File: src/design/assert_macros.svh
// Assertion helpers shared by the run queue RTL
`ifndef ASSERT_MACROS_SVH
`define ASSERT_MACROS_SVH
`ifndef SYNTHESIS
// Check a property on every rising clock edge outside reset
`define RQ_ASSERT(lbl, clk_s, rst_n_s, prop, msg) \
	lbl: assert property (@(posedge clk_s) disable iff (!rst_n_s) prop) else $error(msg);
// Check a property on every rising clock edge, reset included
`define RQ_ASSERT_ALWAYS(lbl, clk_s, prop, msg) \
	lbl: assert property (@(posedge clk_s) prop) else $error(msg);
`else
`define RQ_ASSERT(lbl, clk_s, rst_n_s, prop, msg)
`define RQ_ASSERT_ALWAYS(lbl, clk_s, prop, msg)
`endif
`endif

File: src/design/fsrq_pkg.sv
package fsrq_pkg;

	localparam int DEPTH_DEFAULT = 64;
	localparam int NICE_MAX      = 30;
	localparam int PERIOD_MAX    = 1023;
	localparam int WEIGHT_MAX    = 819;
	localparam int PROD_W        = 20;
	localparam logic [7:0] LATENCY_RESET = 8'd32;
	localparam logic [3:0] GRAN_RESET    = 4'd2;

	typedef enum logic [1:0] {
		CMD_INSERT = 2'd0,
		CMD_POP    = 2'd1,
		CMD_CHECK  = 2'd2,
		CMD_NONE   = 2'd3
	} cmd_t;

	typedef enum logic [1:0] {
		ST_DONE     = 2'd0,
		ST_FULL     = 2'd1,
		ST_EMPTY    = 2'd2,
		ST_NOT_RUN  = 2'd3
	} status_t;

	typedef enum logic {
		REG_LATENCY = 1'b0,
		REG_GRAN    = 1'b1
	} reg_idx_t;

	typedef enum logic [3:0] {
		S_IDLE,
		S_INS_START,
		S_INS_SCAN,
		S_INS_LAST,
		S_HEAD_RD,
		S_HEAD_USE,
		S_MUL,
		S_DIV,
		S_FINISH
	} state_t;

	typedef struct packed {
		logic [31:0] vruntime;
		logic [5:0]  task_id;
		logic [9:0]  weight;
	} entry_t;

	// Weight for a nice level, clamped at the top of the table
	function automatic logic [9:0] weight_of(input logic [5:0] nice);
		logic [9:0] w;
		case ((nice > 6'(NICE_MAX)) ? 6'(NICE_MAX) : nice)
			6'd0:  w = 10'd819;
			6'd1:  w = 10'd655;
			6'd2:  w = 10'd524;
			6'd3:  w = 10'd419;
			6'd4:  w = 10'd335;
			6'd5:  w = 10'd268;
			6'd6:  w = 10'd214;
			6'd7:  w = 10'd171;
			6'd8:  w = 10'd137;
			6'd9:  w = 10'd109;
			6'd10: w = 10'd87;
			6'd11: w = 10'd70;
			6'd12: w = 10'd56;
			6'd13: w = 10'd45;
			6'd14: w = 10'd36;
			6'd15: w = 10'd28;
			6'd16: w = 10'd23;
			6'd17: w = 10'd18;
			6'd18: w = 10'd14;
			6'd19: w = 10'd11;
			6'd20: w = 10'd9;
			6'd21: w = 10'd7;
			6'd22: w = 10'd6;
			6'd23: w = 10'd4;
			6'd24: w = 10'd3;
			6'd25: w = 10'd3;
			6'd26: w = 10'd2;
			default: w = 10'd1;
		endcase
		return w;
	endfunction

endpackage

File: src/design/fsrq_channels.sv
interface fsrq_req_if;
	logic        valid;
	logic        ready;
	logic [1:0]  command;
	logic [5:0]  task_id;
	logic [31:0] task_vruntime;
	logic [5:0]  nice_level;
	logic        head_runnable;
	logic [15:0] run_ticks;
	logic [9:0]  slice_limit;

	modport source (output valid, command, task_id, task_vruntime, nice_level,
		head_runnable, run_ticks, slice_limit, input ready);
	modport sink (input valid, command, task_id, task_vruntime, nice_level,
		head_runnable, run_ticks, slice_limit, output ready);
endinterface

interface fsrq_rsp_if;
	logic       valid;
	logic       ready;
	logic [1:0] status;
	logic [5:0] picked_task;
	logic [9:0] time_slice;
	logic [9:0] task_weight;
	logic       preempt;
	logic [6:0] queued_count;

	modport source (output valid, status, picked_task, time_slice, task_weight,
		preempt, queued_count, input ready);
	modport sink (input valid, status, picked_task, time_slice, task_weight,
		preempt, queued_count, output ready);
endinterface

File: src/design/fsrq_store.sv
module fsrq_store
	import fsrq_pkg::*;
#(
	parameter int DEPTH = DEPTH_DEFAULT,
	localparam int ADDR_W = $clog2(DEPTH)
) (
	input  logic              clk,
	input  logic              we,
	input  logic [ADDR_W-1:0] waddr,
	input  entry_t            wdata,
	input  logic              re,
	input  logic [ADDR_W-1:0] raddr,
	output entry_t            rdata
);

	entry_t mem [DEPTH];
	entry_t rdata_q;

	// Write one entry per cycle
	always_ff @(posedge clk) begin
		if (we) begin
			mem[waddr] <= wdata;
		end
	end

	// Registered read
	always_ff @(posedge clk) begin
		if (re) begin
			rdata_q <= mem[raddr];
		end
	end

	assign rdata = rdata_q;

endmodule

File: src/design/fsrq_divider.sv
module fsrq_divider
	import fsrq_pkg::*;
#(
	parameter int DEND_W = PROD_W,
	parameter int DSOR_W = 16,
	localparam int CNT_W = $clog2(DEND_W + 1)
) (
	input  logic              clk,
	input  logic              arst_n,
	input  logic              start,
	input  logic [DEND_W-1:0] dividend,
	input  logic [DSOR_W-1:0] divisor,
	output logic              done,
	output logic [DEND_W-1:0] quotient
);

	logic [DSOR_W-1:0] rem_q;
	logic [DEND_W-1:0] quo_q;
	logic [DSOR_W-1:0] dsor_q;
	logic [CNT_W-1:0]  cnt_q;
	logic              busy_q;
	logic              done_q;
	logic [DSOR_W:0]   shifted;
	logic              fits;

	// One restoring step per cycle while busy
	assign shifted = {rem_q, quo_q[DEND_W-1]};
	assign fits    = shifted >= {1'b0, dsor_q};

	always_ff @(posedge clk or negedge arst_n) begin
		if (!arst_n) begin
			busy_q <= 1'b0;
			done_q <= 1'b0;
			cnt_q  <= '0;
		end else begin
			done_q <= 1'b0;
			if (start) begin
				busy_q <= 1'b1;
				cnt_q  <= '0;
			end else if (busy_q) begin
				cnt_q <= cnt_q + 1'b1;
				if (cnt_q == CNT_W'(DEND_W - 1)) begin
					busy_q <= 1'b0;
					done_q <= 1'b1;
				end
			end
		end
	end

	always_ff @(posedge clk) begin
		if (start) begin
			rem_q  <= '0;
			quo_q  <= dividend;
			dsor_q <= divisor;
		end else if (busy_q) begin
			rem_q <= fits ? DSOR_W'(shifted - {1'b0, dsor_q}) : DSOR_W'(shifted);
			quo_q <= {quo_q[DEND_W-2:0], fits};
		end
	end

	assign done     = done_q;
	assign quotient = quo_q;

endmodule

File: src/design/fair_share_run_queue.sv
// Insert: walks from the tail past each entry with a larger virtual runtime; an empty queue writes it at once.
// Pop: runs the 20-step serial slice divider; skips it when empty or head not runnable.
// Check reads the head only; full insert and unused command go straight to finish; a stalled output holds finish.
// One item in flight; the next can be taken in the cycle after the result is loaded.
// The store is a ring with one read and one write port; the insert walks it from the tail.
// Asynchronous active-low reset empties the queue and loads the register defaults.
`include "assert_macros.svh"
module fair_share_run_queue
	import fsrq_pkg::*;
#(
	parameter int QUEUE_DEPTH = DEPTH_DEFAULT
) (
	input  logic          clk,
	input  logic          arst_n,
	input  logic          write_enable,
	input  logic          reg_index,
	input  logic [7:0]    write_data,
	fsrq_req_if.sink      req,
	fsrq_rsp_if.source    rsp
);

	localparam int ADDR_W = $clog2(QUEUE_DEPTH);
	localparam int OCC_W  = $clog2(QUEUE_DEPTH + 1);
	localparam int WT_W   = $clog2(QUEUE_DEPTH * WEIGHT_MAX + 1);

	state_t state_q, state_d;

	logic [7:0]        latency_q;
	logic [3:0]        gran_q;
	logic [9:0]        period_q;
	logic [OCC_W-1:0]  occ_q;
	logic [WT_W-1:0]   total_q;
	logic [ADDR_W-1:0] head_q;
	logic [ADDR_W-1:0] wr_idx_q;

	cmd_t        cmd_q;
	logic [5:0]  tid_q;
	logic [31:0] vrt_q;
	logic [9:0]  ins_w_q;
	logic        runnable_q;
	logic [15:0] run_q;
	logic [9:0]  lim_q;

	status_t     res_status_q;
	logic [5:0]  res_task_q;
	logic [9:0]  res_slice_q;
	logic [9:0]  res_weight_q;
	logic        res_preempt_q;
	logic [PROD_W-1:0] prod;

	logic        out_valid_q;
	logic [1:0]  out_status_q;
	logic [5:0]  out_task_q;
	logic [9:0]  out_slice_q;
	logic [9:0]  out_weight_q;
	logic        out_preempt_q;
	logic [6:0]  out_count_q;

	logic              st_we, st_re;
	logic [ADDR_W-1:0] st_waddr, st_raddr;
	entry_t            st_wdata, st_rdata, new_entry;
	logic              div_start, div_done;
	logic [PROD_W-1:0] div_quo;
	logic [3:0]        gran;
	logic [OCC_W+3:0]  occ_gran;
	logic              accept, finish_go, ins_greater;
	logic [9:0]        slice_cap;

	// Map a position in the queue to a ring address
	function automatic logic [ADDR_W-1:0] phys(input logic [ADDR_W-1:0] head,
			input logic [ADDR_W-1:0] idx);
		logic [ADDR_W:0] sum;
		sum = {1'b0, head} + {1'b0, idx};
		if (sum >= (ADDR_W+1)'(QUEUE_DEPTH)) begin
			sum = sum - (ADDR_W+1)'(QUEUE_DEPTH);
		end
		return sum[ADDR_W-1:0];
	endfunction

	assign gran        = (gran_q == 4'd0) ? 4'd1 : gran_q;
	assign occ_gran    = occ_q * gran;
	assign accept      = req.valid && req.ready;
	assign finish_go   = !out_valid_q || rsp.ready;
	assign ins_greater = st_rdata.vruntime > vrt_q;
	assign new_entry   = '{vruntime: vrt_q, task_id: tid_q, weight: ins_w_q};
	assign slice_cap   = (div_quo > PROD_W'(period_q)) ? period_q : div_quo[9:0];
	assign req.ready   = (state_q == S_IDLE);
	// Product of period and popped weight, valid while the divider starts
	assign prod        = PROD_W'(period_q) * PROD_W'(res_weight_q);

	fsrq_store #(.DEPTH(QUEUE_DEPTH)) u_store (
		.clk   (clk),
		.we    (st_we),
		.waddr (st_waddr),
		.wdata (st_wdata),
		.re    (st_re),
		.raddr (st_raddr),
		.rdata (st_rdata)
	);

	fsrq_divider #(.DEND_W(PROD_W), .DSOR_W(WT_W)) u_div (
		.clk      (clk),
		.arst_n   (arst_n),
		.start    (div_start),
		.dividend (prod),
		.divisor  (total_q),
		.done     (div_done),
		.quotient (div_quo)
	);

	// Next state and store access
	always_comb begin
		state_d   = state_q;
		st_we     = 1'b0;
		st_re     = 1'b0;
		st_waddr  = phys(head_q, wr_idx_q);
		st_raddr  = phys(head_q, wr_idx_q - 1'b1);
		st_wdata  = new_entry;
		div_start = 1'b0;
		unique case (state_q)
			S_IDLE: begin
				if (accept) begin
					unique case (cmd_t'(req.command))
						CMD_INSERT: state_d = (occ_q >= OCC_W'(QUEUE_DEPTH)) ?
							S_FINISH : S_INS_START;
						CMD_POP, CMD_CHECK: state_d = S_HEAD_RD;
						CMD_NONE: state_d = S_FINISH;
						default: state_d = S_FINISH;
					endcase
				end
			end
			S_INS_START: begin
				if (occ_q == '0) begin
					st_we    = 1'b1;
					st_waddr = head_q;
					state_d  = S_FINISH;
				end else begin
					st_re   = 1'b1;
					state_d = S_INS_SCAN;
				end
			end
			S_INS_SCAN: begin
				st_we = 1'b1;
				if (ins_greater) begin
					st_wdata = st_rdata;
					if (wr_idx_q == ADDR_W'(1)) begin
						state_d = S_INS_LAST;
					end else begin
						st_re    = 1'b1;
						st_raddr = phys(head_q, wr_idx_q - ADDR_W'(2));
					end
				end else begin
					state_d = S_FINISH;
				end
			end
			S_INS_LAST: begin
				st_we    = 1'b1;
				st_waddr = head_q;
				state_d  = S_FINISH;
			end
			S_HEAD_RD: begin
				st_re    = 1'b1;
				st_raddr = head_q;
				state_d  = S_HEAD_USE;
			end
			S_HEAD_USE: begin
				if (cmd_q == CMD_POP && occ_q != '0 && runnable_q) begin
					state_d = S_MUL;
				end else begin
					state_d = S_FINISH;
				end
			end
			S_MUL: begin
				div_start = 1'b1;
				state_d   = S_DIV;
			end
			S_DIV: begin
				if (div_done) begin
					state_d = S_FINISH;
				end
			end
			S_FINISH: begin
				if (finish_go) begin
					state_d = S_IDLE;
				end
			end
			default: state_d = S_IDLE;
		endcase
	end

	// Hold state, configuration and queue bookkeeping
	always_ff @(posedge clk or negedge arst_n) begin
		if (!arst_n) begin
			state_q   <= S_IDLE;
			latency_q <= LATENCY_RESET;
			gran_q    <= GRAN_RESET;
			period_q  <= 10'(LATENCY_RESET);
			occ_q     <= '0;
			total_q   <= '0;
			head_q    <= '0;
		end else begin
			state_q <= state_d;
			if (write_enable) begin
				unique case (reg_idx_t'(reg_index))
					REG_LATENCY: latency_q <= write_data;
					REG_GRAN:    gran_q    <= write_data[3:0];
					default: ;
				endcase
			end
			// Commit an insert when the new entry lands
			if ((state_q == S_INS_START && occ_q == '0) || state_q == S_INS_LAST ||
					(state_q == S_INS_SCAN && !ins_greater)) begin
				occ_q   <= occ_q + 1'b1;
				total_q <= total_q + WT_W'(ins_w_q);
			end
			// Refresh the period on a nonempty pop when occupancy times granularity exceeds the latency
			if (state_q == S_HEAD_USE && cmd_q == CMD_POP && occ_q != '0 &&
					occ_gran > (OCC_W+4)'(latency_q)) begin
				period_q <= (occ_gran > (OCC_W+4)'(PERIOD_MAX)) ? 10'(PERIOD_MAX) :
					occ_gran[9:0];
			end
			// Drop the head once the slice is known
			if (state_q == S_DIV && div_done) begin
				occ_q   <= occ_q - 1'b1;
				total_q <= (total_q >= WT_W'(res_weight_q)) ?
					total_q - WT_W'(res_weight_q) : '0;
				head_q  <= (head_q == ADDR_W'(QUEUE_DEPTH - 1)) ? '0 : head_q + 1'b1;
			end
		end
	end

	// Capture the item and build its result
	always_ff @(posedge clk) begin
		if (accept) begin
			cmd_q         <= cmd_t'(req.command);
			tid_q         <= req.task_id;
			vrt_q         <= req.task_vruntime;
			ins_w_q       <= weight_of(req.nice_level);
			runnable_q    <= req.head_runnable;
			run_q         <= req.run_ticks;
			lim_q         <= req.slice_limit;
			wr_idx_q      <= occ_q[ADDR_W-1:0];
			res_status_q  <= ST_DONE;
			res_task_q    <= '0;
			res_slice_q   <= '0;
			res_weight_q  <= '0;
			res_preempt_q <= 1'b0;
			if (cmd_t'(req.command) == CMD_INSERT) begin
				if (occ_q >= OCC_W'(QUEUE_DEPTH)) begin
					res_status_q <= ST_FULL;
				end else begin
					res_weight_q <= weight_of(req.nice_level);
				end
			end
		end
		if (state_q == S_INS_SCAN && ins_greater) begin
			wr_idx_q <= wr_idx_q - 1'b1;
		end
		if (state_q == S_HEAD_USE) begin
			if (cmd_q == CMD_POP) begin
				if (occ_q == '0) begin
					res_status_q <= ST_EMPTY;
				end else if (!runnable_q) begin
					res_status_q <= ST_NOT_RUN;
				end else begin
					res_task_q   <= st_rdata.task_id;
					res_weight_q <= st_rdata.weight;
				end
			end else begin
				if (run_q >= 16'(lim_q) && run_q >= 16'(gran)) begin
					res_preempt_q <= 1'b1;
				end else if (occ_q != '0 && runnable_q &&
						vrt_q > st_rdata.vruntime &&
						(run_q == 16'd0 || run_q >= 16'(gran))) begin
					res_preempt_q <= 1'b1;
				end
			end
		end
		if (state_q == S_DIV && div_done) begin
			res_slice_q <= (total_q == '0) ? 10'd0 : slice_cap;
		end
	end

	// Output register: advance on transfer, load when the item finishes
	always_ff @(posedge clk or negedge arst_n) begin
		if (!arst_n) begin
			out_valid_q <= 1'b0;
		end else if (state_q == S_FINISH && finish_go) begin
			out_valid_q <= 1'b1;
		end else if (rsp.ready) begin
			out_valid_q <= 1'b0;
		end
	end

	always_ff @(posedge clk) begin
		if (state_q == S_FINISH && finish_go) begin
			out_status_q  <= res_status_q;
			out_task_q    <= res_task_q;
			out_slice_q   <= res_slice_q;
			out_weight_q  <= res_weight_q;
			out_preempt_q <= res_preempt_q;
			out_count_q   <= 7'(occ_q);
		end
	end

	assign rsp.valid        = out_valid_q;
	assign rsp.status       = out_status_q;
	assign rsp.picked_task  = out_task_q;
	assign rsp.time_slice   = out_slice_q;
	assign rsp.task_weight  = out_weight_q;
	assign rsp.preempt      = out_preempt_q;
	assign rsp.queued_count = out_count_q;

	`RQ_ASSERT_ALWAYS(a_occ_bound, clk, !arst_n || occ_q <= OCC_W'(QUEUE_DEPTH), "occupancy above depth")
	`RQ_ASSERT(a_busy_after_accept, clk, arst_n, accept |=> state_q != S_IDLE, "accept left idle")
	`RQ_ASSERT(a_pop_shrinks, clk, arst_n, (state_q == S_DIV && div_done) |=> occ_q == $past(occ_q) - 1'b1, "pop did not shrink queue")
	`RQ_ASSERT(a_scan_nonempty, clk, arst_n, (state_q == S_INS_SCAN) |-> (occ_q != '0 && wr_idx_q != '0), "scan on empty queue")

endmodule
File: src/flat_wrapper.sv
// flat-port wrapper written by rule: the top's interface ports become plain ports
module fair_share_run_queue_flat import fsrq_pkg::*;
#(
	parameter int QUEUE_DEPTH = DEPTH_DEFAULT
)
  (clk, arst_n, write_enable, reg_index, write_data, req_valid, req_command, req_task_id, req_task_vruntime, req_nice_level, req_head_runnable, req_run_ticks, req_slice_limit, req_ready, rsp_valid, rsp_status, rsp_picked_task, rsp_time_slice, rsp_task_weight, rsp_preempt, rsp_queued_count, rsp_ready);
  fsrq_req_if req_i ();
  fsrq_rsp_if rsp_i ();
  input  logic clk;
  input  logic arst_n;
  input  logic write_enable;
  input  logic reg_index;
  input  logic [7:0] write_data;
  input wire logic [$bits(req_i.valid)-1:0] req_valid;
  input wire logic [$bits(req_i.command)-1:0] req_command;
  input wire logic [$bits(req_i.task_id)-1:0] req_task_id;
  input wire logic [$bits(req_i.task_vruntime)-1:0] req_task_vruntime;
  input wire logic [$bits(req_i.nice_level)-1:0] req_nice_level;
  input wire logic [$bits(req_i.head_runnable)-1:0] req_head_runnable;
  input wire logic [$bits(req_i.run_ticks)-1:0] req_run_ticks;
  input wire logic [$bits(req_i.slice_limit)-1:0] req_slice_limit;
  output wire logic [$bits(req_i.ready)-1:0] req_ready;
  output wire logic [$bits(rsp_i.valid)-1:0] rsp_valid;
  output wire logic [$bits(rsp_i.status)-1:0] rsp_status;
  output wire logic [$bits(rsp_i.picked_task)-1:0] rsp_picked_task;
  output wire logic [$bits(rsp_i.time_slice)-1:0] rsp_time_slice;
  output wire logic [$bits(rsp_i.task_weight)-1:0] rsp_task_weight;
  output wire logic [$bits(rsp_i.preempt)-1:0] rsp_preempt;
  output wire logic [$bits(rsp_i.queued_count)-1:0] rsp_queued_count;
  input wire logic [$bits(rsp_i.ready)-1:0] rsp_ready;
  assign req_i.valid = req_valid;
  assign req_i.command = req_command;
  assign req_i.task_id = req_task_id;
  assign req_i.task_vruntime = req_task_vruntime;
  assign req_i.nice_level = req_nice_level;
  assign req_i.head_runnable = req_head_runnable;
  assign req_i.run_ticks = req_run_ticks;
  assign req_i.slice_limit = req_slice_limit;
  assign req_ready = req_i.ready;
  assign rsp_valid = rsp_i.valid;
  assign rsp_status = rsp_i.status;
  assign rsp_picked_task = rsp_i.picked_task;
  assign rsp_time_slice = rsp_i.time_slice;
  assign rsp_task_weight = rsp_i.task_weight;
  assign rsp_preempt = rsp_i.preempt;
  assign rsp_queued_count = rsp_i.queued_count;
  assign rsp_i.ready = rsp_ready;
  fair_share_run_queue #(.QUEUE_DEPTH(QUEUE_DEPTH)) u_core (.clk(clk), .arst_n(arst_n), .write_enable(write_enable), .reg_index(reg_index), .write_data(write_data), .req(req_i), .rsp(rsp_i));
endmodule
File: config.mk
export PLATFORM = sky130hd
export DESIGN_NAME = fair_share_run_queue_flat
export DESIGN_NICKNAME = d
export VERILOG_FILES = /design/src/design/fsrq_pkg.sv /design/src/design/fsrq_channels.sv /design/src/design/fsrq_store.sv /design/src/design/fsrq_divider.sv /design/src/design/fair_share_run_queue.sv /design/src/flat_wrapper.sv
export VERILOG_INCLUDE_DIRS = /design/src /design/src/design
export SDC_FILE = /design/constraint.sdc
export NUM_CORES = 2
export LEC_CHECK = 0
export BUFFER_PORTS_ARGS = -buffer_cell sky130_fd_sc_hd__buf_4
export CAP_MARGIN = 30
export CORE_MARGIN = 2
export CORE_UTILIZATION = 57
export DETAILED_ROUTE_END_ITERATION = 12
export PLACE_DENSITY = 0.76
export REMOVE_ABC_BUFFERS = 1
export SLEW_MARGIN = 25
export SYNTH_ARGS = -nofsm -noshare
export SYNTH_HDL_FRONTEND = slang
export SYNTH_HIERARCHICAL = 1
export SYNTH_SLANG_ARGS = --single-unit
File: constraint.sdc
create_clock -name clk -period 6 [get_ports clk]
set_input_delay 0.6 -clock clk [delete_from_list [all_inputs] [get_ports clk]]
set_output_delay 0.6 -clock clk [all_outputs]
set_load 0.05 [all_outputs]
---- Word level (Yosys, flattened, before mapping) ----
Memory sizes are Yosys's and may differ from the RTL's. A register that Yosys moved wholly into a read port is not among the register bits.
Index checks and enable logic that the tools add are counted.
storage, ports and cells
  register bits ........................... 253
  bits in writable memories ............... 3072
  ROM bits ................................ 640
  bits of input ports ..................... 87
  output and inout port bits .............. 38
  word-level logic and storage cells ...... 206
  memories ................................ 3
cells by class
  add/subtract/negate cells ............... 15
  multipliers ............................. 2
  magnitude comparators ................... 14
  equality and inequality tests ........... 19
  muxes and demuxes ....................... 82
  bitwise operators ....................... 1
  reduce and logical (&&, ||, !) cells .... 38
memory list
  name                words  width  rd ports  clocked after memory_dff  wr ports  line              RTL
  u_core.u_store.mem  64     48     1         1                         1         fsrq_store.sv:16  entry_t mem [DEPTH];
  (name not given)    32     10     1         1                         0         fsrq_pkg.sv:51    case ((nice > 6'(NICE_MAX)) ? 6'(NICE_MAX) : nice)
  (name not given)    32     10     1         0                         0         fsrq_pkg.sv:51
operators with widths
  operator                                                               number
  10-bit two-way mux                                                     13
  48-bit two-way mux                                                     2
  6-bit two-way mux                                                      15
  32-bit > comparator                                                    2
  16-bit two-way mux                                                     4
  20-bit two-way mux                                                     2
  4-bit two-way mux                                                      9
  4-bit case mux with 9 select lines                                     1
  16-bit by 10-bit greater-or-equal comparator with 1-bit output         2
  16-bit logical NOT                                                     2
  7-bit greater-or-equal comparator, second input constant               4
  6-bit case mux with 2 select lines                                     2
  6-bit by 1-bit subtractor with 6-bit output, second input constant     4
  6-bit by 6-bit adder with 7-bit output                                 3
  1-bit two-way mux                                                      21
  20-bit by 10-bit > comparator with 1-bit output                        1
  10-bit by 10-bit multiplier with 20-bit output                         1
  17-bit by 16-bit greater-or-equal comparator with 1-bit output         1
  16-bit by 10-bit adder with 16-bit output                              1
  4-bit by 3-bit equality test with 1-bit output, second input constant  4
  16-bit by 4-bit greater-or-equal comparator with 1-bit output          1
  16-bit by 10-bit subtractor with 16-bit output                         1
  16-bit subtractor                                                      1
  1-bit logical AND                                                      15
  37 further kinds                                                       59

---- Depth between registers and ports, before layout ----
An unclocked memory read counts as a cell.
  depth after elaboration ................. 11
  gate-level depth with buffers ........... 22
  mapped depth without buffers ............ 21

---- Modules after synthesis ----
Netlist, hierarchy kept.
modules (own cells, without submodules)
  module                times used  cells an instance  area each (µm²)
  fsrq_store            1           4970               117597.8
  fair_share_run_queue  1           1671               16095.4
  fsrq_divider          1           298                3193.1

---- Worst setup path after synthesis ----
OpenSTA, ideal clock, no wires.
  path kind ............................... reg2reg
  start ................................... register u_core.occ_q[2]
  end ..................................... memory u_core/u_store/mem[49][0] in the netlist's numbering (enable)
  arrival ................................. 5.668 ns
  data required time ...................... 5.487 ns
  setup slack ............................. -0.181 ns
  stages on the path, launching flop included .. 11
  cells stage by stage .................... dfrtp_1 -> or4_1 -> nor4_2 -> o211ai_1 -> clkbuf_1 -> nor2_1 -> a21oi_1 -> clkbuf_1 -> nor2b_1 -> nand4_1 -> nor3_1
between the ends
  elaborated cells between the ends (all ways) .. 7
  those cells by class .................... mux (6); reduce/logical (1)
RTL lines
  item                                line                         RTL
  start: declaration                  fair_share_run_queue.sv:31   logic [OCC_W-1:0] occ_q;
  start signal: assignment            fair_share_run_queue.sv:213  occ_q <= occ_q + 1'b1;
  start signal: assignment            fair_share_run_queue.sv:224  occ_q <= occ_q - 1'b1;
  7-bit logical NOT                   fair_share_run_queue.sv:133  if (occ_q == '0) begin
  6-bit two-way mux                   fair_share_run_queue.sv:133
  6-bit case mux with 2 select lines  fair_share_run_queue.sv:120  unique case (state_q)
  named net u_core.st_waddr[3]        fair_share_run_queue.sv:60   logic [ADDR_W-1:0] st_waddr, st_raddr;
  end: declaration                    fsrq_store.sv:16
The timed path passes the listed nets, and every way through them passes these cells.

---- Worst setup path in the final report ----
  start ................................... register, netlist name u_core/u_store/rdata[21]
  end ..................................... register, netlist name u_core/u_store/rdata[24]
between the ends
  word-level cells in the longest chain between the ends .. 3
  elaborated cells between the ends (all ways) .. 5
  those cells by class .................... order compare (1); mux (4)
ends and longest elaborated chain
  item                                line                         RTL
  32-bit > comparator                 fair_share_run_queue.sv:84   assign ins_greater = st_rdata.vruntime > vrt_q;
  6-bit two-way mux                   fair_share_run_queue.sv:144  if (ins_greater) begin
  6-bit case mux with 2 select lines  fair_share_run_queue.sv:120
  named net u_core.st_raddr[1]        fair_share_run_queue.sv:60
The timed path passes the listed nets, and every way through them passes these cells.
A chain may end at the register's enable or synchronous reset.

==> impl_metrics.toml <==
[run_status]
status = "completed"

[power]
peakVddDrop_mv = 0.3457
power.total_mw = 47.33
power.density_mw_per_mm2 = 295.8
power.leakage_nw = 54.86

[clock_tree]
clk_latency_ps = 1010
clockBufferDepth = 4
clock-sinks = 3383
cts_root_buf = "clkbuf_16"
cts.clk_slew.worst_paths_ps = 60
cts_made_buffers = 344
cts_tree = "yes"
htree_levels = 5

[die]
start_util_pct = 57.44
dieArea_mm2 = 0.2441
io_pins = 125
core.rowCount = 179
core_mm2 = 0.2383
die_w_um = 494.1
die_y_um = 494.1

[timing]
finalSetupViolCount = 0
rsz0062_at_grt = "no"
worst_slack_ps = 52.02
max_slew_margin_pct = 29.45
finClkSkew_ps = 124.4
min_period_ps = 5948
max_freq_mhz = 168.1
timing.hold.ws_ps = 105.4
hold_violations = 0
period_share_pct = 99.13
fin_setup_tns_ps = 0
worstMarginPinSlew_ps = 1056
drv_slew = 0

[yosys]
syn_inst = 6939
ys.flop_type = "edfxtp_1"
yosysSeqAreaShare_pct = 73.73
synth-edff-count = 3285
syn_area_mm2 = 0.1369
synthArstFlopShare_pct = 1.862
syn_avg_cell_area_um2 = 19.73
synthDistinctLibCells = 92
ys.warnings.count = 6
synth-seq-cells = 3383

[drt]
first_pass_iters = 6
vias = 77477
drc = 0
wire_per_inst_um = 35.93
ant_nets = 0
drtIter0Drc = 12038
routed_wl_um = 403000
avgViaCountPerCell = 6.908

[worst_setup_path]
cpLargestDelayFamily = "compound AO/OA/AOI/OAI gates"
start_kind = "flip-flop"
endpoint_kind = "flip-flop"
cp.required_ps = 6670
reg2regPathDepth = 19
cp.arrival_ps = 6610
crit_fanout = 19
path_buf_inv = 6
slowest_delay_ps = 700
cp_slowest_cell = "a22oi_1"
path_cells = "inv_1, ha_1, a21oi_1, o21ai_0, a22oi_1, a31oi_4, or3_4, a21oi_1, buf_4, nor3_1, a221o_4, buf_12, buf_4, nor2b_1, buf_4, buf_4, a21oi_1, a31o_2, a211oi_4"
cp_common_cell = "buf_4"
path_depth = 19
setup.worst_path.class = "flip-flop to flip-flop"

[layout]
final_common_cell = "edfxtp_1"
synthToLayoutAreaGrowth_pct = 16.89
fin_util_pct = 67.14
multiInputGateArea_mm2 = 0.03438
mostFrequentLayoutCells = "edfxtp_1, mux4_2, buf_4, clkbuf_16, nand2_1"
regArea_mm2 = 0.1009
drive_gt1_share_pct = 27.66
nNetsFinal = 8152
fillers = 14397

[place]
finalWeightedCongestion = 0.8956
port_buffers = 124
dp_worst_setup_slack_ps = 73.42
hpwl_um = 223100

[global_routing]
grt_first_pass_wirelength_um = 567700
antenna_found_initial = 8
grt_overflow = 0
grt_pass1_vias = 78207
grt_use_total_pct = 33.04
grt_max_degree = 65

[worst_hold_path]
hold_path.class = "input port to flip-flop"
holdPathStages = 2

[run]
drv_cap = 0
## cell type report
cell class | instances | share of cell area (%)
multi-input cells | 2987 | 21.48
repair buffers | 844 | 5.446
inverters | 224 | 0.5271
diodes | 8 | 0.01251
flip-flops and latches | 3383 | 63.08
well taps | 3167 | 2.477
clock buffers | 415 | 5.653
clock inverters | 188 | 1.323
## layer usage
metal	GRT usage (%)	share of wire [%]
met1	43.15	33
met2	51.45	47
met3	9.022	14
met4	16.98	6.1
met5	0	0.015
## power by group
group / total, mW / switching, mW / leakage, nW / internal (mW)
combinational: 0.187 / 0.0867 / 17.8 / 0.0999
clock: 21.6 / 8.89 / 5.47 / 12.7
sequential: 25.5 / 0.0103 / 31.6 / 25.5
total: 47.3 / 8.99 / 54.9 / 38.3
## synth_stat cells, types with 14 or more instances
library cell,n,share of area (%)
o22ai_1,127,0.58
dfrtp_1,60,1.1
nand2b_1,24,0.11
xor2_1,38,0.24
mux2_2,61,0.50
inv_1,218,0.60
dfxtp_1,35,0.51
a21oi_1,176,0.64
a22oi_1,81,0.44
o21ai_0,106,0.39
nand3_1,55,0.20
edfxtp_1,3285,72
o21a_1,16,0.088
a211oi_1,46,0.25
a22o_1,60,0.38
clkbuf_1,143,0.39
buf_6,14,0.12
a221oi_1,93,0.60
buf_4,64,0.35
o31ai_1,15,0.082
nand4_1,20,0.091
nand2_1,236,0.65
o221ai_1,29,0.19
ha_1,202,1.8
a21o_1,29,0.16
nor2b_1,48,0.22
buf_1,14,0.038
nor3_1,35,0.13
xnor2_1,45,0.29
mux2i_1,83,0.61
buf_2,109,0.40
fa_1,79,1.2
mux4_2,755,12
a31oi_1,18,0.082
nor2_1,295,0.81
and2_1,39,0.18
## repair_timing
| item | CTS | global route |
|---|---|---|
| gates resized for setup | 0 | 6 |
| hold buffers | 76 | 0 |
| endpoints found under the hold margin | 139 | 0 |
| endpoints found under the setup margin | 0 | 8 |
| setup buffers | 0 | 0 |
## path summary, 6_finish.rpt
kind | end | slack [ps] | start
max | u_core/u_store/rdata[24] | 50 | u_core/u_store/rdata[21]
min | u_core/ins_w_q[8] | 110 | req_nice_level[5]
max reg2reg | u_core/u_store/rdata[24] | 50 | u_core/u_store/rdata[21]
min reg2reg | u_core/rsp.picked_task[1] | 380 | u_core/res_task_q[1]
max in group asynchronous | u_core/period_q[1] | 5070 | arst_n
min in group asynchronous | u_core/gran_q[2] | 360 | arst_n
## metrics by stage
stage	cells	cell area, um^2
4_1_cts	11196	159700
2_1_floorplan	6594	135100
5_1_grt	11209	160000
6_report	11216	160000
3_5_place_dp	10517	147800
3_3_place_gp	10508	147500
## cell families (layout without fill, tap and decap cells)
logic type,after synthesis,after routing,synth area share (%)
AOI/OAI and AO/OA,898,898,4.520
xor gates and xnor gates,83,83,0.5311
adders and majority gates,281,281,3.002
buffers and inverters,569,1671,1.913
DFF,3383,3383,73.73
muxes,899,899,13.53
other,0,8,0
and+or+nand+nor,826,826,2.774
## state kept, by name, indices dropped and copies added (netlist names), 16 cells and up
register and flops:
u_core/vrt_q 32, u_core/u_div/quotient 20, u_core/u_div/rem_q 16, u_core/u_div/dsor_q 16, u_core/run_q 16, u_core/total_q 16, u_core/u_store/rdata 48, u_core/u_store/mem 3072
## worst register-to-register path, cell delays in order (launching register included)
cell and delay [ps]:
edfxtp_1 510, inv_1 160, ha_1 350, a21oi_1 160, o21ai_0 140, a22oi_1 700, a31oi_4 300, or3_4 450
a21oi_1 210, buf_4 170, nor3_1 50, a221o_4 490, buf_12 240, buf_4 190, nor2b_1 170, buf_4 220
buf_4 160, a21oi_1 80, a31o_2 310, a211oi_4 570
(Power assumes the default switching activity.)
